$ cat config.mk
export PLATFORM = sky130hd
export DESIGN_NAME = switch_press_duration_qualifier
export DESIGN_NICKNAME = d
export VERILOG_FILES = /design/src/design/spdq_pkg.sv /design/src/design/spdq_cfg_regs.sv /design/src/design/spdq_engine.sv /design/src/design/switch_press_duration_qualifier.sv
export SDC_FILE = /design/constraint.sdc
export NUM_CORES = 1
export LEC_CHECK = 0
export ABC_AREA = 1
export BUFFER_PORTS_ARGS = -buffer_cell sky130_fd_sc_hd__buf_4
export CAP_MARGIN = 20
export CORE_UTILIZATION = 44
export CTS_BUF_LIST = sky130_fd_sc_hd__clkbuf_8
export CTS_CLUSTER_DIAMETER = 50
export DETAILED_ROUTE_END_ITERATION = 12
export GPL_TIMING_DRIVEN = 0
export PLACE_DENSITY = 0.66
export SLEW_MARGIN = 20
export SYNTH_ARGS = -nofsm -noshare
export SYNTH_HDL_FRONTEND = slang
export SYNTH_SLANG_ARGS = --single-unit
$ cat constraint.sdc
create_clock -name aclk -period 4.4 [get_ports aclk]
set_clock_uncertainty 0.05 [all_clocks]
set_input_delay 0.66 -clock aclk [delete_from_list [all_inputs] [get_ports aclk]]
set_output_delay 0.66 -clock aclk [all_outputs]
set_load 0.01 [all_outputs]
$ cat src/design/spdq_pkg.sv
package spdq_pkg;

    // fixed field widths
    localparam int PIN_W   = 6;
    localparam int CODE_W  = 3;
    localparam int CNT_W   = 3;
    localparam int DIV_W   = 8;
    localparam int STEP_W  = 8;
    localparam int HOLD_W  = 16;
    localparam int ADDR_W  = 3;
    localparam int CFG_W   = 16;
    localparam int S_DATA_W = 8;
    localparam int M_DATA_W = 16;

    // switch count supported by the board wiring
    localparam int NUM_SWITCHES = 6;
    localparam int SW_LIMIT_INT = (NUM_SWITCHES < PIN_W) ? NUM_SWITCHES : PIN_W;
    localparam logic [CNT_W-1:0] SW_LIMIT = CNT_W'(SW_LIMIT_INT);

    // register reset values
    localparam logic [CNT_W-1:0]  SWITCH_COUNT_RST   = CNT_W'(6);
    localparam logic [DIV_W-1:0]  SAMPLE_DIVIDER_RST = DIV_W'(10);
    localparam logic [STEP_W-1:0] HOLD_STEP_RST      = STEP_W'(10);
    localparam logic [HOLD_W-1:0] MIN_HOLD_RST       = HOLD_W'(200);
    localparam logic [HOLD_W-1:0] MAX_HOLD_RST       = HOLD_W'(2000);

    // register indexes
    typedef enum logic [ADDR_W-1:0] {
        REG_SWITCH_COUNT   = 3'd0,
        REG_SAMPLE_DIVIDER = 3'd1,
        REG_HOLD_STEP      = 3'd2,
        REG_MIN_HOLD       = 3'd3,
        REG_MAX_HOLD       = 3'd4
    } reg_idx_t;

    // item kinds
    typedef enum logic {
        ACT_TICK  = 1'b0,
        ACT_CLEAR = 1'b1
    } action_t;

    typedef struct packed {
        logic [CNT_W-1:0]  switch_count;
        logic [DIV_W-1:0]  sample_divider;
        logic [STEP_W-1:0] hold_step;
        logic [HOLD_W-1:0] min_hold;
        logic [HOLD_W-1:0] max_hold;
    } cfg_t;

    typedef struct packed {
        action_t          action;
        logic [PIN_W-1:0] pin_levels;
    } item_t;

    typedef struct packed {
        logic [PIN_W-1:0]  pressed_switches;
        logic [CODE_W-1:0] press_code;
    } result_t;

endpackage

$ cat src/design/spdq_cfg_regs.sv
module spdq_cfg_regs (
    input  logic                          aclk,
    input  logic                          aresetn,
    input  logic                          cfg_wr_en,
    input  logic [spdq_pkg::ADDR_W-1:0]   cfg_addr,
    input  logic [spdq_pkg::CFG_W-1:0]    cfg_wr_data,
    output spdq_pkg::cfg_t                cfg
);

    spdq_pkg::cfg_t cfg_reg;

    always_ff @(posedge aclk) begin
        if (!aresetn) begin
            cfg_reg.switch_count   <= spdq_pkg::SWITCH_COUNT_RST;
            cfg_reg.sample_divider <= spdq_pkg::SAMPLE_DIVIDER_RST;
            cfg_reg.hold_step      <= spdq_pkg::HOLD_STEP_RST;
            cfg_reg.min_hold       <= spdq_pkg::MIN_HOLD_RST;
            cfg_reg.max_hold       <= spdq_pkg::MAX_HOLD_RST;
        end else if (cfg_wr_en) begin
            case (cfg_addr)
                spdq_pkg::REG_SWITCH_COUNT:
                    cfg_reg.switch_count <= cfg_wr_data[spdq_pkg::CNT_W-1:0];
                spdq_pkg::REG_SAMPLE_DIVIDER:
                    cfg_reg.sample_divider <= cfg_wr_data[spdq_pkg::DIV_W-1:0];
                spdq_pkg::REG_HOLD_STEP:
                    cfg_reg.hold_step <= cfg_wr_data[spdq_pkg::STEP_W-1:0];
                spdq_pkg::REG_MIN_HOLD:
                    cfg_reg.min_hold <= cfg_wr_data[spdq_pkg::HOLD_W-1:0];
                spdq_pkg::REG_MAX_HOLD:
                    cfg_reg.max_hold <= cfg_wr_data[spdq_pkg::HOLD_W-1:0];
                default: ;
            endcase
        end
    end

    assign cfg = cfg_reg;

endmodule

$ cat src/design/spdq_engine.sv
module spdq_engine (
    input  logic                 aclk,
    input  logic                 aresetn,
    input  logic                 step_en,
    input  spdq_pkg::item_t      item,
    input  spdq_pkg::cfg_t       cfg,
    output spdq_pkg::result_t    result
);

    logic [spdq_pkg::DIV_W-1:0]  prescale_reg, prescale_next;
    logic [spdq_pkg::PIN_W-1:0]  last_pattern_reg, last_pattern_next;
    logic [spdq_pkg::HOLD_W-1:0] hold_reg, hold_next;
    logic [spdq_pkg::CODE_W-1:0] code_reg, code_next;

    logic [spdq_pkg::CNT_W-1:0]  sw_n;
    logic [spdq_pkg::PIN_W-1:0]  mask;
    logic [spdq_pkg::PIN_W-1:0]  pattern;
    logic [spdq_pkg::CODE_W-1:0] single_code;
    logic [spdq_pkg::HOLD_W:0]   hold_sum;
    logic [spdq_pkg::DIV_W:0]    prescale_inc;
    logic [spdq_pkg::DIV_W-1:0]  div;
    logic                        in_window;

    always_comb begin
        sw_n = (cfg.switch_count > spdq_pkg::SW_LIMIT) ? spdq_pkg::SW_LIMIT
                                                        : cfg.switch_count;
        for (int i = 0; i < spdq_pkg::PIN_W; i++) begin
            mask[i] = (spdq_pkg::CNT_W'(i) < sw_n);
        end
        pattern = ~item.pin_levels & mask;

        // code of a lone held switch, zero otherwise
        single_code = '0;
        for (int i = 0; i < spdq_pkg::PIN_W; i++) begin
            if (last_pattern_reg == (spdq_pkg::PIN_W'(1) << i)) begin
                single_code = spdq_pkg::CODE_W'(i + 1);
            end
        end

        hold_sum  = {1'b0, hold_reg} + (spdq_pkg::HOLD_W + 1)'(cfg.hold_step);
        in_window = (hold_reg >= cfg.min_hold) && (hold_reg < cfg.max_hold);
        div       = (cfg.sample_divider == '0) ? spdq_pkg::DIV_W'(1)
                                               : cfg.sample_divider;
        prescale_inc = {1'b0, prescale_reg} + (spdq_pkg::DIV_W + 1)'(1);

        prescale_next     = prescale_reg;
        last_pattern_next = last_pattern_reg;
        hold_next         = hold_reg;
        code_next         = code_reg;

        if (step_en) begin
            if (item.action == spdq_pkg::ACT_CLEAR) begin
                code_next = '0;
            end else begin
                if (prescale_reg == '0) begin
                    if (pattern == '0 && pattern != last_pattern_reg) begin
                        if (code_reg == '0 && in_window && single_code != '0) begin
                            code_next = single_code;
                        end
                    end else if (pattern != '0 && pattern != last_pattern_reg) begin
                        hold_next = '0;
                    end else begin
                        hold_next = hold_sum[spdq_pkg::HOLD_W] ? '1
                                  : hold_sum[spdq_pkg::HOLD_W-1:0];
                    end
                    last_pattern_next = pattern;
                end
                prescale_next = (prescale_inc >= {1'b0, div}) ? '0
                              : prescale_inc[spdq_pkg::DIV_W-1:0];
            end
        end
    end

    always_ff @(posedge aclk) begin
        if (!aresetn) begin
            prescale_reg     <= '0;
            last_pattern_reg <= '0;
            hold_reg         <= '0;
            code_reg         <= '0;
        end else begin
            prescale_reg     <= prescale_next;
            last_pattern_reg <= last_pattern_next;
            hold_reg         <= hold_next;
            code_reg         <= code_next;
        end
    end

    assign result.press_code       = code_next;
    assign result.pressed_switches = last_pattern_next;

endmodule

$ cat src/design/switch_press_duration_qualifier.sv
// channel | direction | tdata (low bit up)                   | tuser
// s_      | in        | pin_levels[5:0], zero pad            | action
// m_      | out       | press_code[2:0], pressed_switches[8:3], zero pad | -
// cfg_    | in        | write enable, index, 16-bit data     | -
//
// one item per cycle sustained while m_tready holds high; each item goes through the input
// register and then the result register; first stage is the input register, the state
// update sits between it and the result register
// synchronous active-low reset clears both stages and the qualifier state
// a stall on m_ holds the result register; the input register still takes one
// more item before s_tready drops
module switch_press_duration_qualifier (
    input  logic                             aclk,
    input  logic                             aresetn,

    // input stream
    input  logic                             s_tvalid,
    output logic                             s_tready,
    input  logic [spdq_pkg::S_DATA_W-1:0]    s_tdata,   // pin_levels[5:0], zeros
    input  logic                             s_tuser,   // action

    // result stream
    output logic                             m_tvalid,
    input  logic                             m_tready,
    output logic [spdq_pkg::M_DATA_W-1:0]    m_tdata,   // press_code[2:0], pressed_switches[8:3]

    // configuration write port
    input  logic                             cfg_wr_en,
    input  logic [spdq_pkg::ADDR_W-1:0]      cfg_addr,
    input  logic [spdq_pkg::CFG_W-1:0]       cfg_wr_data
);

    spdq_pkg::cfg_t    cfg;
    spdq_pkg::item_t   in_item_reg;
    spdq_pkg::result_t result;
    spdq_pkg::result_t out_data_reg;
    logic              in_valid_reg, in_valid_next;
    logic              out_valid_reg, out_valid_next;
    logic              advance;
    logic              s_xfer;

    spdq_cfg_regs u_cfg (
        .aclk        (aclk),
        .aresetn     (aresetn),
        .cfg_wr_en   (cfg_wr_en),
        .cfg_addr    (cfg_addr),
        .cfg_wr_data (cfg_wr_data),
        .cfg         (cfg)
    );

    // item moves from input register to result register when the latter frees up
    assign advance  = in_valid_reg && (!out_valid_reg || m_tready);
    assign s_tready = !in_valid_reg || advance;
    assign s_xfer   = s_tvalid && s_tready;

    spdq_engine u_engine (
        .aclk    (aclk),
        .aresetn (aresetn),
        .step_en (advance),
        .item    (in_item_reg),
        .cfg     (cfg),
        .result  (result)
    );

    always_comb begin
        in_valid_next = in_valid_reg;
        if (s_xfer) begin
            in_valid_next = 1'b1;
        end else if (advance) begin
            in_valid_next = 1'b0;
        end

        out_valid_next = out_valid_reg;
        if (advance) begin
            out_valid_next = 1'b1;
        end else if (m_tready) begin
            out_valid_next = 1'b0;
        end
    end

    always_ff @(posedge aclk) begin
        if (!aresetn) begin
            in_valid_reg  <= 1'b0;
            out_valid_reg <= 1'b0;
        end else begin
            in_valid_reg  <= in_valid_next;
            out_valid_reg <= out_valid_next;
        end
    end

    // payload registers, no reset
    always_ff @(posedge aclk) begin
        if (s_xfer) begin
            in_item_reg.action     <= spdq_pkg::action_t'(s_tuser);
            in_item_reg.pin_levels <= s_tdata[spdq_pkg::PIN_W-1:0];
        end
        if (advance) begin
            out_data_reg <= result;
        end
    end

    assign m_tvalid = out_valid_reg;
    assign m_tdata  = spdq_pkg::M_DATA_W'(out_data_reg);

    // a clear transfer always shows an empty press code
    a_clear_zeroes_code: assert property (@(posedge aclk) disable iff (!aresetn)
        (advance && in_item_reg.action == spdq_pkg::ACT_CLEAR)
            |=> (m_tdata[spdq_pkg::CODE_W-1:0] == '0))
        else $error("press code not zero after clear");

    // press code stays in its legal range
    a_code_range: assert property (@(posedge aclk) disable iff (!aresetn)
        m_tvalid |-> (m_tdata[spdq_pkg::CODE_W-1:0] <= spdq_pkg::CODE_W'(spdq_pkg::NUM_SWITCHES)))
        else $error("press code out of range");

    // empty input stage always takes a transfer
    a_ready_when_empty: assert property (@(posedge aclk) disable iff (!aresetn)
        !in_valid_reg |-> s_tready)
        else $error("input stage empty but not ready");

    // a stalled result is never overwritten
    a_no_overwrite: assert property (@(posedge aclk) disable iff (!aresetn)
        (out_valid_reg && !m_tready) |-> !advance)
        else $error("result register overwritten while stalled");

endmodule

======== Word level (Yosys, flattened, before mapping) ========
Index checks and enable logic that the tools add are counted.
storage, ports and cells
  register bits ........................... 102
  input port bits ......................... 33
  word-level logic and storage cells ...... 92
  output and inout port bits .............. 18
cells by class
  $lt $le $gt $ge ......................... 10
  mux-type cells .......................... 23
  bitwise gates (word level) .............. 4
  reductions and logical operators ........ 27
  equality and inequality tests ........... 11
  add/subtract/negate cells ............... 2
operators by type and width
  operator               number
  $mux W3                11
  $mux W16               2
  $mux W6                3
  $add A16 B8 Y17        1
  $ge A16 B16 Y1         1
  $logic_not A8 Y1       2
  $lt A16 B16 Y1         1
  $mux W8                2
  $reduce_and A2 Y1      6
  $add A8 B1 Y9 const B  1
  $ge A9 B8 Y1           1
  $logic_and A1 B1 Y1    7
  $and A6 B6 Y6          1
  $eq A3 B2 Y1 const B   2
  $eq A6 B1 Y1 const B   1
  $eq A6 B2 Y1 const B   1
  $eq A6 B3 Y1 const B   1
  $eq A6 B4 Y1 const B   1
  $eq A6 B5 Y1 const B   1
  $eq A6 B6 Y1 const B   1
  $logic_not A3 Y1       2
  $logic_not A6 Y1       1
  $lt A1 B3 Y1 const A   2
  $lt A2 B3 Y1 const A   2
  other kinds (14)       23

======== Longest topological paths before layout ========
Gate-level depths: netlist of the first run.
  depth in word-level cells ............... 14
  gate-level depth with buffers ........... 16
  depth with buffers taken out ............ 16

======== Modules after synthesis ========
From an unflattened synthesis of the first run, not the netlist that was laid out.
second synthesis, totals
  cell total of the unflattened synthesis .. 872
  area total of the unflattened synthesis .. 6,303.5 um^2
modules (own cells, without submodules)
  module                           times used  area each (um^2)  cells an instance  sequential area each (um^2)
  spdq_engine                      1           3,631.0           540                660.6
  spdq_cfg_regs                    1           2,040.7           295                1,021.0
  switch_press_duration_qualifier  1           631.9             37                 520.5

======== Worst setup path before layout of the first run ========
No wires, ideal clock.
  path type ............................... register -> register
  from .................................... register u_engine.prescale_reg[0] in the netlist's numbering
  to ...................................... register u_engine.prescale_reg[7] in the netlist's numbering
  data required time ...................... 4.215 ns
  library setup time ...................... 0.135 ns
  stages on the path, launching flop included .. 10
  clock period less this slack ............ 2.131 ns
  path slack .............................. 2.269 ns
  arrival time ............................ 1.945 ns
  buffers on the path ..................... 0
  cells stage by stage .................... dfxtp_1 > inv_1 > nor3_1 > nand4_1 > xor2_1 > ha_1 > nand4_1 > nand3b_2 > nand4_1 > a21oi_1
between the ends
  word-level cells in the longest chain between the ends .. 3
ends and longest elaborated chain
  element                 line               source
  from (decl)             spdq_engine.sv:10  logic [spdq_pkg::DIV_W-1:0] prescale_reg, prescale_next;
  from (signal assigned)  spdq_engine.sv:81  prescale_reg <= prescale_next;
  $add A8 B1 Y9 *         spdq_engine.sv:44  prescale_inc = {1'b0, prescale_reg} + (spdq_pkg::DIV_W + 1)'(1);
  $ge A9 B8 Y1            spdq_engine.sv:68  prescale_next = (prescale_inc >= {1'b0, div}) ? '0
  $mux W8 *               spdq_engine.sv:68
Mark *: on every way between the ends. The rest lies on a longest branch, timed or not.
A chain may end at the register's enable or synchronous reset.

======== Worst setup path after layout of the first run ========
  from .................................... register u_engine.prescale_reg[0] in the netlist's numbering
  to ...................................... register u_engine.prescale_reg[0] in the netlist's numbering
Same word-level chain as after synthesis.

==> flow_metrics.tcl, run 1 <==
set metrics [dict create \
    worst_hold_path.endpoint "in_item_reg[0]" \
    startpoint_type "flop" \
    synth_warnings 0 \
    finalNetCount 962 \
    gp_congestion 0.865 \
    status "complete, no violations" \
    hp-class "in -> reg" \
    crit-reg2reg-launch "u_engine.prescale_reg[0]" \
    htreeDepth 3 \
    hold_buffers 0 \
    hold_start "s_tdata[0]" \
    cts_buffer_depth 2 \
    final-hold-violation-count 0 \
    wl_met1_um 6920 \
    hpwl_um 10500 \
    fillers 1374 \
    ys.flop_type "dfxtp_1" \
    cp_slowest_cell "dfxtp_1" \
    tns_ns 0 \
    synth_edf_count 16 \
    cp-startpoint "u_engine.prescale_reg[0]" \
    postSynthCellCount 821 \
    boundaryPins 51 \
    synth.avg_cell_area_sq_um 7.30 \
    cts_buffers 9 \
    vdd_drop_max_mv 0.187 \
    clk_pin_slew_worst_paths_ns 0.10 \
    grt_max_degree 17 \
    firstDrtPassIters 5 \
    grt_pass1_vias 4788 \
    crit_required_ns 4.67 \
    cp-end-kind "flop" \
    clock_latency_ns 0.38 \
    cp.depth 13 \
    drc_errors 0 \
    relSlewSlack_pct 49.8 \
    async_flop_share_pct 0 \
    start_util_pct 45.3 \
    final_antenna_net_count 0 \
    period_needed_ns 2.55 \
    setup_violations 0 \
    n_antenna_cell 0 \
    top_layer "met4" \
    hold_depth 1 \
    post_cts_resize_count 0 \
    reg2reg_depth 13 \
    r2r_slack_ns 1.85 \
    cp_max_fo 8 \
    cts_root_buf "clkbuf_8" \
    first_iter_violations 356 \
    worstReg2RegEnd "u_engine.prescale_reg[0]" \
    syn_area_sq_um 6000 \
    arrival_ns 2.82 \
    rows 42 \
    period_share_pct 57.9 \
    crit_family "simple AND/OR/NAND/NOR gates" \
    crit_type "reg -> reg" \
    core_area_sq_um 13200 \
    fmax_mhz 393 \
    tightestPinTransition_ns 0.747 \
    final_common_cell "nand2_1" \
    drive_gt1_share_pct 11.9 \
    vias 5174 \
    crit_chain "ha_1 -> nand2_1 -> inv_1 -> nand2_1 -> nor2_1 -> xor2_1 -> inv_1 -> ha_1 -> a21oi_1 -> o211ai_1 -> nor2_4 -> nand4_1 -> a21oi_1" \
    clock-sinks 102 \
    finalMaxSlewViolations 0 \
    die_w_um 119 \
    rsz0062_at_grt "no" \
    cts_tree "done" \
    grtUsageTotal_pct 20.8 \
    powerDensity_nw_per_um2 282 \
    largest_reg_flops 51 \
    wl_per_cell_um 12.9 \
    fin_util_pct 51.2 \
    cts_setup_buffers 0 \
    area_delta_synth_final_pct 13.1 \
    grt_pass1_wl_um 23100 \
    seq_area_frac_synth_pct 36.7 \
    route.met3.wl_um 527 \
    crit_path_max_incr_delay_ns 0.39 \
    grt_antenna_before_repair 0 \
    port_buffers 41 \
    die_y_um 119 \
    layout_common_cells "nand2_1, inv_1, dfxtp_1, nor2_1, a21oi_1" \
    synth-seq-cells 102 \
    viasPerCell 4.89 \
    power_leakage_nw 3.28 \
    drt-total-wl_um 13600 \
    drv_cap 0 \
    yosys.cell_types.count 42 \
    dr_wl_met2_um 5880 \
    overflow 0 \
    critical_path_buf_inv_count 2 \
    die_area_sq_um 14100 \
]
## through the flow
stage / power, mW / instances / hold slack (ns) / worst slack, ns / instance area (sq um)
global placement: 1.22 / 1044 / 0.403 / 1.92 / 6550
floorplan: 1.15 / 827 / 0.385 / 2.27 / 6020
finish: 1.91 / 1059 / 0.398 / 1.85 / 6780
CTS: 1.93 / 1059 / 0.373 / 1.89 / 6780
detailed placement: 1.22 / 1044 / 0.405 / 1.88 / 6550
global route: 1.99 / 1059 / 0.379 / 1.63 / 6780
## per-layer routing
layer  vias to the layer above  GRT usage [%]
met4                         0           8.47
met2                       119           32.7
met3                        20           3.09
met1                      2265           28.4
met5                         -              0
li1                       2770              -
## cell type report
type	count	area [sq um]	area share [%]
repair buffers	41	308	4.54
flip-flops and latches	102	2200	32.5
plain buffers	25	136	2.01
multi-input cells	572	3200	47.2
clock inverters	6	111	1.64
clock buffers	9	124	1.83
well taps	176	220	3.25
inverters	128	480	7.08
## cell usage after synthesis (4+ instances only)
cell type / number / share of area, %
edfxtp_1: 16 / 8.0
inv_1: 124 / 7.8
buf_4: 7 / 0.88
dfxtp_1: 86 / 29
a21oi_1: 73 / 6.1
nand2_1: 184 / 12
nand4_1: 20 / 2.1
ha_1: 49 / 10
nand3_2: 5 / 0.83
a21oi_2: 4 / 0.58
nor2_1: 74 / 4.6
o21ai_0: 51 / 4.3
clkbuf_1: 15 / 0.94
xor2_1: 4 / 0.58
nand3_1: 34 / 2.8
nand2_2: 8 / 0.83
o211ai_1: 11 / 1.4
nand2_4: 5 / 0.94
nor2_4: 5 / 0.94
nor3_1: 9 / 0.75
## logic make-up (layout without fill, tap and decap cells)
logic type / Yosys count / after routing / share of synthesized area (%)
adder cells (fa/ha/maj): 50 / 50 / 10.6
buffers and inverters: 153 / 209 / 10.3
flip-flops: 102 / 102 / 36.7
other: 1 / 7 / 0.0625
AND/OR/NAND/NOR: 356 / 356 / 27.3
XOR/XNOR: 7 / 7 / 1.02
AO/OA/AOI/OAI: 152 / 152 / 14.0
## worst max path at each step
stage | slack, ns | to
after floorplan | 2.27 | u_engine.prescale_reg[7]
after global placement | 1.92 | m_tdata[6]
after detailed placement | 1.88 | m_tdata[4]
after CTS | 1.89 | u_engine.prescale_reg[7]
after global routing | 1.63 | u_engine.prescale_reg[0]
final | 1.85 | u_engine.prescale_reg[0]
## power breakdown
group	leakage [nW]	total [mW]	internal (mW)	switching [mW]
Clock	0.115	0.711	0.375	0.337
Sequential	0.854	0.992	0.977	0.0153
Combinational	2.31	0.208	0.0786	0.130
Total	3.28	1.91	1.43	0.482
## worst register-to-register path: stages, from the launching register on
cell and delay, ns:
dfxtp_1 0.39, ha_1 0.20, nand2_1 0.07, inv_1 0.10
nand2_1 0.08, nor2_1 0.17, xor2_1 0.22, inv_1 0.07
ha_1 0.33, a21oi_1 0.15, o211ai_1 0.14, nor2_4 0.25
nand4_1 0.15, a21oi_1 0.15
No activity file was read; power rests on OpenSTA's default activity.
==> inputs of run 2 (changes only) <==
--- a/config.mk
+++ b/config.mk
@@ -13,7 +13,7 @@
 export CTS_CLUSTER_DIAMETER = 50
 export DETAILED_ROUTE_END_ITERATION = 12
 export GPL_TIMING_DRIVEN = 0
-export PLACE_DENSITY = 0.66
+export PLACE_DENSITY = 0.68
 export SLEW_MARGIN = 20
 export SYNTH_ARGS = -nofsm -noshare
 export SYNTH_HDL_FRONTEND = slang
==> constraint.sdc (replaced) <==
create_clock -name aclk -period 2.3 [get_ports aclk]
set_clock_uncertainty 0.05 [all_clocks]
set_input_delay 0.345 -clock aclk [delete_from_list [all_inputs] [get_ports aclk]]
set_output_delay 0.345 -clock aclk [all_outputs]
set_load 0.01 [all_outputs]
==> flow_metrics.tcl, run 2 (synthesized netlist as in run 1, its figures left out) <==
set metrics [dict create \
    power_leakage_nw 3.38 \
    setup_slack_ns 0.0788 \
    cp.depth 10 \
    worstReg2RegEnd "u_engine.prescale_reg[4]" \
    status "complete, no violations" \
    crit_chain "inv_1 -> nor3_4 -> nand4_1 -> xor2_2 -> ha_4 -> inv_1 -> o211ai_1 -> nor2_4 -> nand4_1 -> a21oi_2" \
    grt_antenna_before_repair 0 \
    drt-total-wl_um 13600 \
    period_share_pct 96.6 \
    port_buffers 41 \
    finalNetCount 970 \
    viasPerCell 4.85 \
    overflow 0 \
    grt_max_degree 16 \
    crit_path_max_incr_delay_ns 0.38 \
    htreeDepth 3 \
    tightestPinTransition_ns 0.814 \
    vias 5178 \
    final_area_sq_um 6950 \
    hp-class "in -> reg" \
    vdd_drop_max_mv 0.420 \
    cp_slowest_cell "dfxtp_4" \
    hold_buffers 0 \
    die_y_um 119 \
    hpwl_um 10400 \
    arrival_ns 2.48 \
    finalMaxSlewViolations 0 \
    cts_buffers 9 \
    largest_reg_flops 51 \
    power_mw 3.42 \
    crit_required_ns 2.56 \
    cp-endpoint "u_engine.prescale_reg[4]" \
    dp_worst_setup_slack_ns -0.148 \
    setup_violations 0 \
    critical_path_buf_inv_count 2 \
    final_common_cell "nand2_1" \
    cts_buffer_depth 2 \
    reg2reg_depth 10 \
    startpoint_type "flop" \
    rsz0062_at_grt "yes" \
    firstDrtPassIters 5 \
    first_iter_violations 338 \
    drc_errors 0 \
    grtUsageTotal_pct 20.5 \
    tns_ns 0 \
    relSlewSlack_pct 45.3 \
    layout_common_cells "nand2_1, inv_1, dfxtp_1, nor2_1, a21oi_1" \
    cp_max_fo 8 \
    hold_depth 1 \
    core_area_sq_um 13200 \
    fmax_mhz 450 \
    clock_latency_ns 0.39 \
    place_area_sq_um 6550 \
    drv_cap 0 \
    cts_tree "done" \
    wl_per_cell_um 12.7 \
    die_w_um 119 \
    area_delta_synth_final_pct 16.0 \
    cp-end-kind "flop" \
    cp-startpoint "u_engine.prescale_reg[0]" \
    clock-sinks 102 \
    r2r_slack_ns 0.08 \
    grt_pass1_wl_um 22700 \
    grt_pass1_vias 4676 \
    crit_type "reg -> reg" \
    gp_congestion 0.865 \
    final_antenna_net_count 0 \
    period_needed_ns 2.22 \
    start_util_pct 45.3 \
    crit_family "simple AND/OR/NAND/NOR gates" \
    boundaryPins 51 \
    powerDensity_nw_per_um2 492 \
    rows 42 \
    n_antenna_cell 0 \
    drive_gt1_share_pct 15.5 \
    final-hold-violation-count 0 \
    die_area_sq_um 14100 \
    clk_pin_slew_worst_paths_ns 0.10 \
    cts_root_buf "clkbuf_8" \
    crit-reg2reg-launch "u_engine.prescale_reg[0]" \
]
==> run 2: worst register-to-register path, stage by stage, from the launching register on <==
cell and delay, ns:
dfxtp_4 0.38, inv_1 0.09, nor3_4 0.23, nand4_1 0.19
xor2_2 0.27, ha_4 0.24, inv_1 0.05, o211ai_1 0.13
nor2_4 0.23, nand4_1 0.14, a21oi_2 0.14
==> run 2: where the power goes <==
group / switching, mW / total [mW] / internal, mW
sequential: 0.0298 / 1.90 / 1.87
clock: 0.606 / 1.13 / 0.520
combinational: 0.250 / 0.402 / 0.152
==> run 2: per-layer routing <==
metal | routed length, um | GRT usage [%]
met5 | 0 | 0
met4 | 131 | 5.46
met3 | 697 | 4.83
met2 | 5870 | 31.0
met1 | 6860 | 29.0
==> run 2: per-stage QoR <==
stage | hold slack [ns] | utilization (%) | std cells
global route | 0.0603 | 52.5 | 1067
CTS | 0.0671 | 51.2 | 1059
finish | 0.0905 | 52.5 | 1067
global placement | 0.401 | 49.4 | 1044
floorplan | 0.385 | - | 827
detailed placement | 0.403 | 49.4 | 1044
==> run 2: how the worst min path moves through the flow <==
stage | start | endpoint | slack, ns
after floorplan | u_cfg.cfg[11] | u_cfg.cfg[11] | 0.39
after global placement | u_cfg.cfg[30] | u_cfg.cfg[30] | 0.40
after detailed placement | u_cfg.cfg[26] | u_cfg.cfg[26] | 0.40
after CTS | s_tdata[5] | in_item_reg[5] | 0.07
after global routing | s_tdata[3] | in_item_reg[3] | 0.06
final | s_tdata[5] | in_item_reg[5] | 0.09
==> run 2: area by class of cell <==
cell class	instances	area [sq um]
well taps	176	220
clock inverters	5	50.0
flip-flops and latches	102	2220
fillers	1339	6290
plain buffers	25	143
multi-input cells	572	3330
repair buffers	49	368
inverters	128	483
clock buffers	10	138
==> run 2: repair_timing <==
action,CTS,global route
endpoints found under the hold margin,0,0
gates resized for setup,8,34
pin swaps,3,18
endpoints found under the setup margin,12,25
buffers inserted,0,8
